[config.mk]
export PLATFORM = sky130hd
export DESIGN_NAME = inverse_transform_4x4_unit
export DESIGN_NICKNAME = d
export VERILOG_FILES = /design/src/hw/rtl/itf_pkg.sv /design/src/hw/rtl/itf_ram.sv /design/src/hw/rtl/itf_post.sv /design/src/hw/rtl/inverse_transform_4x4_unit.sv
export SDC_FILE = /design/constraint.sdc
export NUM_CORES = 1
export LEC_CHECK = 0
export BUFFER_PORTS_ARGS = -buffer_cell sky130_fd_sc_hd__buf_4
export CORE_UTILIZATION = 50
export DETAILED_ROUTE_END_ITERATION = 8
export GPL_ROUTABILITY_DRIVEN = 0
export GPL_TIMING_DRIVEN = 0
export PLACE_DENSITY = 0.79
export SYNTH_ARGS = -nofsm -noshare
export SYNTH_HDL_FRONTEND = slang
export SYNTH_SLANG_ARGS = --single-unit
[constraint.sdc]
create_clock -name clk -period 5.7 [get_ports clk]
set_input_delay 0.57 -clock clk [delete_from_list [all_inputs] [get_ports clk]]
set_output_delay 0.57 -clock clk [all_outputs]
set_load 0.1 [all_outputs]
[src/hw/rtl/itf_pkg.sv]
// ----------------------------------------------------------------------------
// itf_pkg: shared types, constants and functions of the 4x4 inverse transform
// Holds the block geometry, the configuration register codes, the sequencer
// state type, the butterfly arithmetic and the store addressing.
// ----------------------------------------------------------------------------
`default_nettype none

package itf_pkg;

  // Block geometry.
  localparam int BLOCK_DIM = 4;
  localparam int NCOEF     = BLOCK_DIM * BLOCK_DIM;
  localparam int IDX_W     = $clog2(NCOEF);
  localparam int LANE_W    = $clog2(BLOCK_DIM);
  localparam int GRP_W     = $clog2(2 * BLOCK_DIM);

  // Field widths. Column results of 18-bit coefficients fit in 22 bits.
  localparam int COEF_W    = 18;
  localparam int ACC_W     = 22;
  localparam int TDATA_W   = 24;

  // Configuration port.
  localparam int CFG_IDX_W  = 1;
  localparam int CFG_DATA_W = 4;
  localparam logic [CFG_IDX_W-1:0] REG_BIT_DEPTH  = 1'd0;
  localparam logic [CFG_IDX_W-1:0] REG_ROUND_MODE = 1'd1;
  localparam logic [3:0] BIT_DEPTH_RESET  = 4'd8;
  localparam logic       ROUND_MODE_RESET = 1'b1;

  typedef logic signed [ACC_W-1:0] acc_t;
  typedef acc_t [BLOCK_DIM-1:0]    acc4_t;

  // Configuration in force, as seen by the output stage.
  typedef struct packed {
    logic [3:0] bit_depth;
    logic       round_mode;
  } cfg_t;

  typedef enum logic [1:0] {
    ST_LOAD,
    ST_GATHER,
    ST_SCATTER,
    ST_DRAIN
  } state_t;

  // One 4-point butterfly with half-shifted odd terms. Values are known to fit
  // in ACC_W bits, so wrap in the intermediates does not change the result.
  function automatic acc4_t butterfly(input acc4_t t);
    acc_t  p0;
    acc_t  p1;
    acc_t  p2;
    acc_t  p3;
    acc4_t o;
    p0 = t[0] + t[2];
    p1 = t[0] - t[2];
    p2 = (t[1] >>> 1) - t[3];
    p3 = t[1] + (t[3] >>> 1);
    o[0] = p0 + p3;
    o[1] = p1 + p2;
    o[2] = p1 - p2;
    o[3] = p0 - p3;
    return o;
  endfunction

  // Store address of element elem of group grp. Groups below BLOCK_DIM are
  // rows, the others are columns.
  function automatic logic [IDX_W-1:0] addr_of(input logic [GRP_W-1:0]  grp,
                                                input logic [LANE_W-1:0] elem);
    logic [IDX_W-1:0] a;
    if (grp[GRP_W-1]) begin
      a = {elem, grp[LANE_W-1:0]};
    end else begin
      a = {grp[LANE_W-1:0], elem};
    end
    return a;
  endfunction

endpackage

`default_nettype wire

[src/hw/rtl/itf_ram.sv]
// ----------------------------------------------------------------------------
// itf_ram: simple dual-port synchronous RAM
// One write port and one read port; read data is registered.
// ----------------------------------------------------------------------------
`default_nettype none

module itf_ram #(
  parameter int DEPTH = 16,
  parameter int WIDTH = 22,
  parameter int AW    = $clog2(DEPTH)
) (
  input  wire logic             clk,
  input  wire logic             wr_en,
  input  wire logic [AW-1:0]    wr_addr,
  input  wire logic [WIDTH-1:0] wr_data,
  input  wire logic             rd_en,
  input  wire logic [AW-1:0]    rd_addr,
  output logic      [WIDTH-1:0] rd_data
);

  logic [WIDTH-1:0] mem [DEPTH];

  // Write port.
  always_ff @(posedge clk) begin
    if (wr_en) begin
      mem[wr_addr] <= wr_data;
    end
  end

  // Registered read port.
  always_ff @(posedge clk) begin
    if (rd_en) begin
      rd_data <= mem[rd_addr];
    end
  end

endmodule

`default_nettype wire

[src/hw/rtl/itf_post.sv]
// ----------------------------------------------------------------------------
// itf_post: output rounding and saturation
// Rounds and shifts a column result and clips it to the bit-depth range, or
// in raw mode clips it unshifted to the wide range.
// ----------------------------------------------------------------------------
`default_nettype none

module itf_post (
  input  wire itf_pkg::cfg_t                       cfg,
  input  wire logic signed [itf_pkg::ACC_W-1:0]    din,
  output logic signed      [itf_pkg::COEF_W-1:0]   dout
);

  localparam int SW = itf_pkg::ACC_W + 1;

  logic [3:0]           depth;
  logic                 is_d8;
  logic signed [SW-1:0] din_x;
  logic signed [SW-1:0] rnd_sum;
  logic signed [SW-1:0] shifted;
  logic signed [SW-1:0] val;
  logic [4:0]           exp_w;
  logic signed [SW-1:0] lim_pos;
  logic signed [SW-1:0] hi;
  logic signed [SW-1:0] lo;
  logic signed [SW-1:0] sat;

  // Bit depth is held to the range 8 to 12.
  always_comb begin
    priority if (cfg.bit_depth < 4'd8) begin
      depth = 4'd8;
    end else if (cfg.bit_depth > 4'd12) begin
      depth = 4'd12;
    end else begin
      depth = cfg.bit_depth;
    end
  end

  assign is_d8 = (depth == 4'd8);

  // Round and shift: by 6 at 8-bit depth, by 5 otherwise.
  assign din_x   = SW'(din);
  assign rnd_sum = din_x + (is_d8 ? SW'(32) : SW'(16));
  assign shifted = is_d8 ? (rnd_sum >>> 6) : (rnd_sum >>> 5);

  // Select value and clip exponent for the mode.
  always_comb begin
    if (cfg.round_mode) begin
      val   = shifted;
      exp_w = {1'b0, depth};
    end else begin
      val   = din_x;
      exp_w = is_d8 ? 5'd14 : ({1'b0, depth} + 5'd5);
    end
  end

  assign lim_pos = SW'(1) <<< exp_w;
  assign hi      = lim_pos - SW'(1);
  assign lo      = -lim_pos;

  // Saturate to the signed range.
  always_comb begin
    priority if (val > hi) begin
      sat = hi;
    end else if (val < lo) begin
      sat = lo;
    end else begin
      sat = val;
    end
  end

  assign dout = sat[itf_pkg::COEF_W-1:0];

endmodule

`default_nettype wire

[src/hw/rtl/inverse_transform_4x4_unit.sv]
// ----------------------------------------------------------------------------
// inverse_transform_4x4_unit: streaming 4x4 inverse integer transform
// Loads 16 coefficients into a RAM, runs row then column butterflies in place
// through the RAM, and streams out 16 rounded and clipped residuals.
// ----------------------------------------------------------------------------
//
//   Channel  | Ports                         | Content
//   ---------+-------------------------------+--------------------------------
//   input    | in_tvalid/in_tready/in_tdata  | one coefficient per request
//   output   | out_tvalid/out_tready/out_*   | residual, tlast on sample 16
//   config   | cfg_wr_en/cfg_index/cfg_wdata | 0 bit depth, 1 round/clip mode
//
// Coefficients are taken one per cycle while loading. The transform then runs 8
// butterfly groups, each reading and rewriting four values, paced by the single
// read and single write port of the store RAM. Output reads one sample at a time,
// only while no read is in flight and the output register will be free. A new
// block is accepted as soon as the last sample sits in the output register. Output
// stalls hold the drain; reset is synchronous and the RAM needs no clearing.
// ----------------------------------------------------------------------------
`default_nettype none

module inverse_transform_4x4_unit (
  input  wire logic                                clk,
  input  wire logic                                rst_n,
  // Coefficient stream.
  input  wire logic                                in_tvalid,
  output logic                                     in_tready,
  input  wire logic [itf_pkg::TDATA_W-1:0]         in_tdata,   // [17:0] coefficient
  // Residual stream.
  output logic                                     out_tvalid,
  input  wire logic                                out_tready,
  output logic      [itf_pkg::TDATA_W-1:0]         out_tdata,  // [17:0] residual
  output logic                                     out_tlast,
  // Configuration write port.
  input  wire logic                                cfg_wr_en,
  input  wire logic [itf_pkg::CFG_IDX_W-1:0]       cfg_index,
  input  wire logic [itf_pkg::CFG_DATA_W-1:0]      cfg_wdata
);

  localparam int IDX_W  = itf_pkg::IDX_W;
  localparam int LANE_W = itf_pkg::LANE_W;
  localparam int GRP_W  = itf_pkg::GRP_W;
  localparam int ACC_W  = itf_pkg::ACC_W;
  localparam int COEF_W = itf_pkg::COEF_W;
  localparam logic [IDX_W-1:0]  LAST_IDX  = IDX_W'(itf_pkg::NCOEF - 1);
  localparam logic [LANE_W-1:0] LAST_LANE = LANE_W'(itf_pkg::BLOCK_DIM - 1);
  localparam logic [GRP_W-1:0]  LAST_GRP  = GRP_W'(2 * itf_pkg::BLOCK_DIM - 1);

  itf_pkg::state_t state_r, state_nxt;
  itf_pkg::cfg_t   cfg_r;

  logic [IDX_W-1:0]  cnt_r;
  logic [GRP_W-1:0]  grp_r;
  logic [LANE_W-1:0] elem_r;
  logic              rd_vld_r;
  logic [LANE_W-1:0] rd_lane_r;
  logic [IDX_W-1:0]  rd_idx_r;
  itf_pkg::acc4_t    gath_r;
  itf_pkg::acc4_t    bfly;

  logic              out_vld_r;
  logic [COEF_W-1:0] out_data_r;
  logic              out_last_r;

  logic              in_fire;
  logic              out_fire;
  logic              gather_issue;
  logic              drain_issue;
  logic              drain_load;

  logic              ram_wr_en;
  logic [IDX_W-1:0]  ram_wr_addr;
  logic [ACC_W-1:0]  ram_wr_data;
  logic              ram_rd_en;
  logic [IDX_W-1:0]  ram_rd_addr;
  logic [ACC_W-1:0]  ram_rd_data;
  logic signed [COEF_W-1:0] post_q;

  assign in_fire  = in_tvalid && in_tready;
  assign out_fire = out_vld_r && out_tready;

  // Configuration registers.
  always_ff @(posedge clk) begin
    if (!rst_n) begin
      cfg_r.bit_depth  <= itf_pkg::BIT_DEPTH_RESET;
      cfg_r.round_mode <= itf_pkg::ROUND_MODE_RESET;
    end else if (cfg_wr_en) begin
      unique case (cfg_index)
        itf_pkg::REG_BIT_DEPTH:  cfg_r.bit_depth  <= cfg_wdata;
        itf_pkg::REG_ROUND_MODE: cfg_r.round_mode <= cfg_wdata[0];
        default: ;
      endcase
    end
  end

  // Butterfly over the gathered group.
  assign bfly = itf_pkg::butterfly(gath_r);

  // Sequencer next state.
  always_comb begin
    state_nxt = state_r;
    unique case (state_r)
      itf_pkg::ST_LOAD: begin
        if (in_fire && cnt_r == LAST_IDX) begin
          state_nxt = itf_pkg::ST_GATHER;
        end
      end
      itf_pkg::ST_GATHER: begin
        if (rd_vld_r && rd_lane_r == LAST_LANE) begin
          state_nxt = itf_pkg::ST_SCATTER;
        end
      end
      itf_pkg::ST_SCATTER: begin
        if (elem_r == LAST_LANE) begin
          state_nxt = (grp_r == LAST_GRP) ? itf_pkg::ST_DRAIN : itf_pkg::ST_GATHER;
        end
      end
      itf_pkg::ST_DRAIN: begin
        if (rd_vld_r && rd_idx_r == LAST_IDX) begin
          state_nxt = itf_pkg::ST_LOAD;
        end
      end
      default: state_nxt = itf_pkg::ST_LOAD;
    endcase
  end

  // Sequencer outputs: RAM port control and handshake.
  always_comb begin
    in_tready    = 1'b0;
    ram_wr_en    = 1'b0;
    ram_wr_addr  = cnt_r;
    ram_wr_data  = ACC_W'($signed(in_tdata[COEF_W-1:0]));
    ram_rd_en    = 1'b0;
    ram_rd_addr  = cnt_r;
    gather_issue = 1'b0;
    drain_issue  = 1'b0;
    unique case (state_r)
      itf_pkg::ST_LOAD: begin
        in_tready = 1'b1;
        ram_wr_en = in_fire;
      end
      itf_pkg::ST_GATHER: begin
        // Stop issuing once the last lane's read is in flight.
        gather_issue = !(rd_vld_r && rd_lane_r == LAST_LANE);
        ram_rd_en    = gather_issue;
        ram_rd_addr  = itf_pkg::addr_of(grp_r, elem_r);
      end
      itf_pkg::ST_SCATTER: begin
        ram_wr_en   = 1'b1;
        ram_wr_addr = itf_pkg::addr_of(grp_r, elem_r);
        ram_wr_data = bfly[elem_r];
      end
      itf_pkg::ST_DRAIN: begin
        // Read only when the output register is free by the time data lands.
        drain_issue = !rd_vld_r && (!out_vld_r || out_fire);
        ram_rd_en   = drain_issue;
      end
      default: ;
    endcase
  end

  assign drain_load = (state_r == itf_pkg::ST_DRAIN) && rd_vld_r;

  // Control registers.
  always_ff @(posedge clk) begin
    if (!rst_n) begin
      state_r   <= itf_pkg::ST_LOAD;
      cnt_r     <= '0;
      grp_r     <= '0;
      elem_r    <= '0;
      rd_vld_r  <= 1'b0;
      out_vld_r <= 1'b0;
    end else begin
      state_r  <= state_nxt;
      rd_vld_r <= gather_issue || drain_issue;
      if (in_fire || drain_issue) begin
        cnt_r <= cnt_r + IDX_W'(1);
      end
      if (gather_issue || state_r == itf_pkg::ST_SCATTER) begin
        elem_r <= elem_r + LANE_W'(1);
      end
      if (state_r == itf_pkg::ST_SCATTER && elem_r == LAST_LANE) begin
        grp_r <= grp_r + GRP_W'(1);
      end
      if (drain_load) begin
        out_vld_r <= 1'b1;
      end else if (out_fire) begin
        out_vld_r <= 1'b0;
      end
    end
  end

  // Payload registers: read tags, gathered group and output sample.
  always_ff @(posedge clk) begin
    if (gather_issue || drain_issue) begin
      rd_lane_r <= elem_r;
      rd_idx_r  <= ram_rd_addr;
    end
    if (state_r == itf_pkg::ST_GATHER && rd_vld_r) begin
      gath_r[rd_lane_r] <= ram_rd_data;
    end
    if (drain_load) begin
      out_data_r <= post_q;
      out_last_r <= (rd_idx_r == LAST_IDX);
    end
  end

  // Coefficient and intermediate store.
  itf_ram #(
    .DEPTH (itf_pkg::NCOEF),
    .WIDTH (ACC_W)
  ) u_store (
    .clk     (clk),
    .wr_en   (ram_wr_en),
    .wr_addr (ram_wr_addr),
    .wr_data (ram_wr_data),
    .rd_en   (ram_rd_en),
    .rd_addr (ram_rd_addr),
    .rd_data (ram_rd_data)
  );

  // Output rounding and clipping.
  itf_post u_post (
    .cfg  (cfg_r),
    .din  (ram_rd_data),
    .dout (post_q)
  );

  assign out_tvalid = out_vld_r;
  assign out_tdata  = {(itf_pkg::TDATA_W - COEF_W)'(0), out_data_r};
  assign out_tlast  = out_last_r;

`ifndef ASSERT_OFF
  // A drained sample never lands on a full output register.
  a_no_overrun: assert property (@(posedge clk) disable iff (!rst_n)
    (state_r == itf_pkg::ST_DRAIN && rd_vld_r) |-> !out_vld_r)
    else $error("output register overrun");

  // The sixteenth coefficient starts the first row group.
  a_start_rows: assert property (@(posedge clk) disable iff (!rst_n)
    (in_fire && cnt_r == LAST_IDX) |=> (state_r == itf_pkg::ST_GATHER && grp_r == '0))
    else $error("transform did not start at first row");

  // After the last sample is taken the block is loading again.
  a_last_load: assert property (@(posedge clk) disable iff (!rst_n)
    (out_fire && out_last_r) |=> (state_r == itf_pkg::ST_LOAD))
    else $error("block not back in load after last sample");
`endif

endmodule

`default_nettype wire

==> results by group <==
Outcome
  – Outcome: finished, final reports clean

Synth
  – Post-Syn Instances: approximately 2500
  – Top FF cell, synth: edfxtp_1
  – Synthesized area per cell: between 10 and 15 µm²
  – Async SR Flop Fraction: 0
  – Synth unique cells: 86
  – Synthesized area: ~30000 µm²
  – Sequential-to-total area share from yosys stat: 0.507
  – Cell taking the most area after synthesis: edfxtp_1
  – Yosys Warn Count: 0
  – Seq cells post-synth: slightly above 500
  – Post-synth top area share: 0.495
  – Number of flops mapped to enable cells by yosys: 487
  – Synth top area cells: edfxtp_1, ha_1, mux4_2

Global routing
  – Gr usage total: 0.252
  – Antenna violations before repair: 2
  – Global-route wire length before repair: between 100000 and 150000 µm
  – Number of global-route vias before repair: roughly 21000
  – Maximum number of pins on one net before global-route repair: 23
  – Congestion Overflow GR: 0

Timing
  – Worst Skew: 0.0226 ns
  – Final setup TNS: 0 ns
  – Rel. slew slack: 0.174
  – Final Max Slew Viols: 0
  – Final hold vios: 0
  – Period utilisation layout: 0.970
  – Tmin final: between 5 and 6 ns
  – Max Fclk: approximately 180 MHz
  – Worst hold margin: about 0.17 ns
  – Setup Viol. Count Final: 0
  – Worst-Margin Slew: between 1 and 1.5 ns

Run
  – Max Cap Violations: 0

Worst hold path
  – HP Class: primary input to register

Setup path
  – Slowest stage delay, CP: between 0.4 and 0.5 ns
  – Kind of end point of the critical path: register
  – Critical-path maximum fanout: 8
  – Required @ worst endpoint: 6.08 ns
  – WP data arrival: roughly 5.9 ns
  – Crit path max-delay family: compound AO/OA/AOI/OAI gates
  – CP Launch Type: register
  – CP max-delay cell: a221o_2
  – WS Path Type: register to register
  – CP bufs+invs: 2
  – CP most frequent cell: a21o_1

Drt
  – Post-Route WL: 77700 µm
  – Routed vias: approximately 21000
  – Number of routed nets with antenna violations: 0
  – Routed len/inst: around 23 µm
  – Vias per inst: 6.15
  – Initial drt markers: 2172
  – Remaining DRCs: 0
  – First-pass DRT Iterations: 6

Floorplanning
  – Die Wd: roughly 250 µm
  – Die H: between 200 and 250 µm
  – IO Pins: 61
  – Starting Density: 0.510
  – Core area: between 50000 and 60000 µm²
  – DIE AREA: 60100 µm²
  – Site row count: 88

Finish
  – Layout area overhead: 13.5%
  – Area taken by multi-input logic gates: 13900 µm²
  – Sequential Area: ~15000 µm²
  – Layout cells sized above 1: 0.165
  – Commonest non-fill, non-tap cell in the layout: edfxtp_1
  – Final Core Density: 0.578
  – ANT cells: 0
  – # fillers: between 4000 and 5000
  – Fin nets: between 2000 and 3000
  – Most frequent cells in the layout: edfxtp_1, nand2_1, ha_1

Clocking
  – CTS sink cnt: roughly 510
  – Worst-Skew Late Latency: ~0.61 ns
  – CTS tree: built
  – Maximum clock path buffer count: 3
  – CTS Buf Count: 48
  – CTS root buffer: clkbuf_16
  – CTS H-tree depth: 2
  – Clk slew on worst S/H paths: 0.06 ns

Place
  – IO buf count: 48
  – Post-DP HPWL: 55600 µm

Power
  – Worst VDD drop: between 200 and 250 µV
  – PwrDens: approximately 260 nW/µm²
  – Overall power: about 0.0088 W
  – LEAKAGE: 12.6 nW
[kinds of logic after synthesis]
group / count (synthesis) / share of synthesized area
AOI/OAI and AO/OA: 545 / 0.121
xor gates and xnor gates: 175 / 0.0518
adders and majority gates: 231 / 0.100
buffers and inverters: 298 / 0.0401
DFF: 505 / 0.507
muxes: 124 / 0.0854
other: 2 / 0.000254
and+or+nand+nor: 610 / 0.0942
[Yosys cell counts, types with 30 or more instances]
master,count
a31oi_1,44
mux4_2,102
nand3_1,30
xnor2_1,124
clkbuf_1,74
nor2_1,167
nand2_1,222
nand2b_1,30
xor2_1,51
inv_1,184
edfxtp_1,487
a21oi_1,143
ha_1,222
o21bai_1,34
a21o_1,52
nor3_1,35
and3_1,31
o21ai_0,106
[per-stage QoR]
stage | area (µm²) | cells | worst slack, ns
finish | 33600 | 3436 | 0.169
CTS | 33200 | 3424 | -0.0271
global placement | 30900 | 3308 | -1.95
global route | 33600 | 3436 | -0.0249
detailed placement | 31400 | 3336 | -1.60
floorplan | 29600 | 2495 | 0.158
[report_power, final]
group	switching [W]	internal (W)	leakage, nW
sequential	0.0000790	0.00420	4.54
clock	0.00138	0.00178	0.753
combinational	0.000780	0.000540	7.35
total	0.00224	0.00652	12.6
[final timing paths]
path | startpoint | endpoint | slack [ns] | cells after the start
setup / recovery | gath_r[23]$_DFFE_PP_ | u_store.mem[15][16]$_DFFE_PP_ | 0.17 | 26
hold / removal | rst_n | cfg_r[4]$_SDFFE_PN1P_ | 0.17 | 2
setup reg to reg | gath_r[23]$_DFFE_PP_ | u_store.mem[15][16]$_DFFE_PP_ | 0.17 | 26
hold reg to reg | elem_r[0]$_SDFFE_PN0P_ | rd_lane_r[0]$_DFFE_PP_ | 0.49 | 0
[flip-flops by register name, indices dropped and copies added, names as in the netlist]
name             count
rd_idx_r             4
u_store.mem        352
gath_r              88
out_tlast            1
elem_r               2
state_r              2
cfg_r                5
cnt_r                4
out_data_r          18
rd_vld_r             1
rd_lane_r            2
u_store.rd_data     22
out_tvalid           1
grp_r                3
[what timing repair did]
action,in CTS,in global routing
hold buffers,0,0
resized for setup,54,72
cloned,0,2
setup endpoints to repair,194,210
pin swaps,6,26
setup buffers,6,17
[final cells by class]
type | count | share of cell area
inverter | 186 | 0.0209
clock buffer | 53 | 0.0363
timing repair buffer | 100 | 0.0288
sequential | 505 | 0.447
multi-input combinational | 1693 | 0.414
buffer | 103 | 0.0146
clock inverter | 31 | 0.00980
tap | 765 | 0.0285
[per-layer routing]
| layer | vias up | part of all wire | track usage | wire length (µm) |
|---|---|---|---|---|
| met5 | - | 0 | 0 | 0 |
| met4 | 0 | 0.038 | 0.0958 | 2970 |
| met3 | 190 | 0.10 | 0.0430 | 8010 |
| met2 | 1169 | 0.48 | 0.429 | 37100 |
| met1 | 10300 | 0.38 | 0.322 | 29700 |
| li1 | 9488 | - | - | - |
No activity file was read; power rests on OpenSTA's default activity.
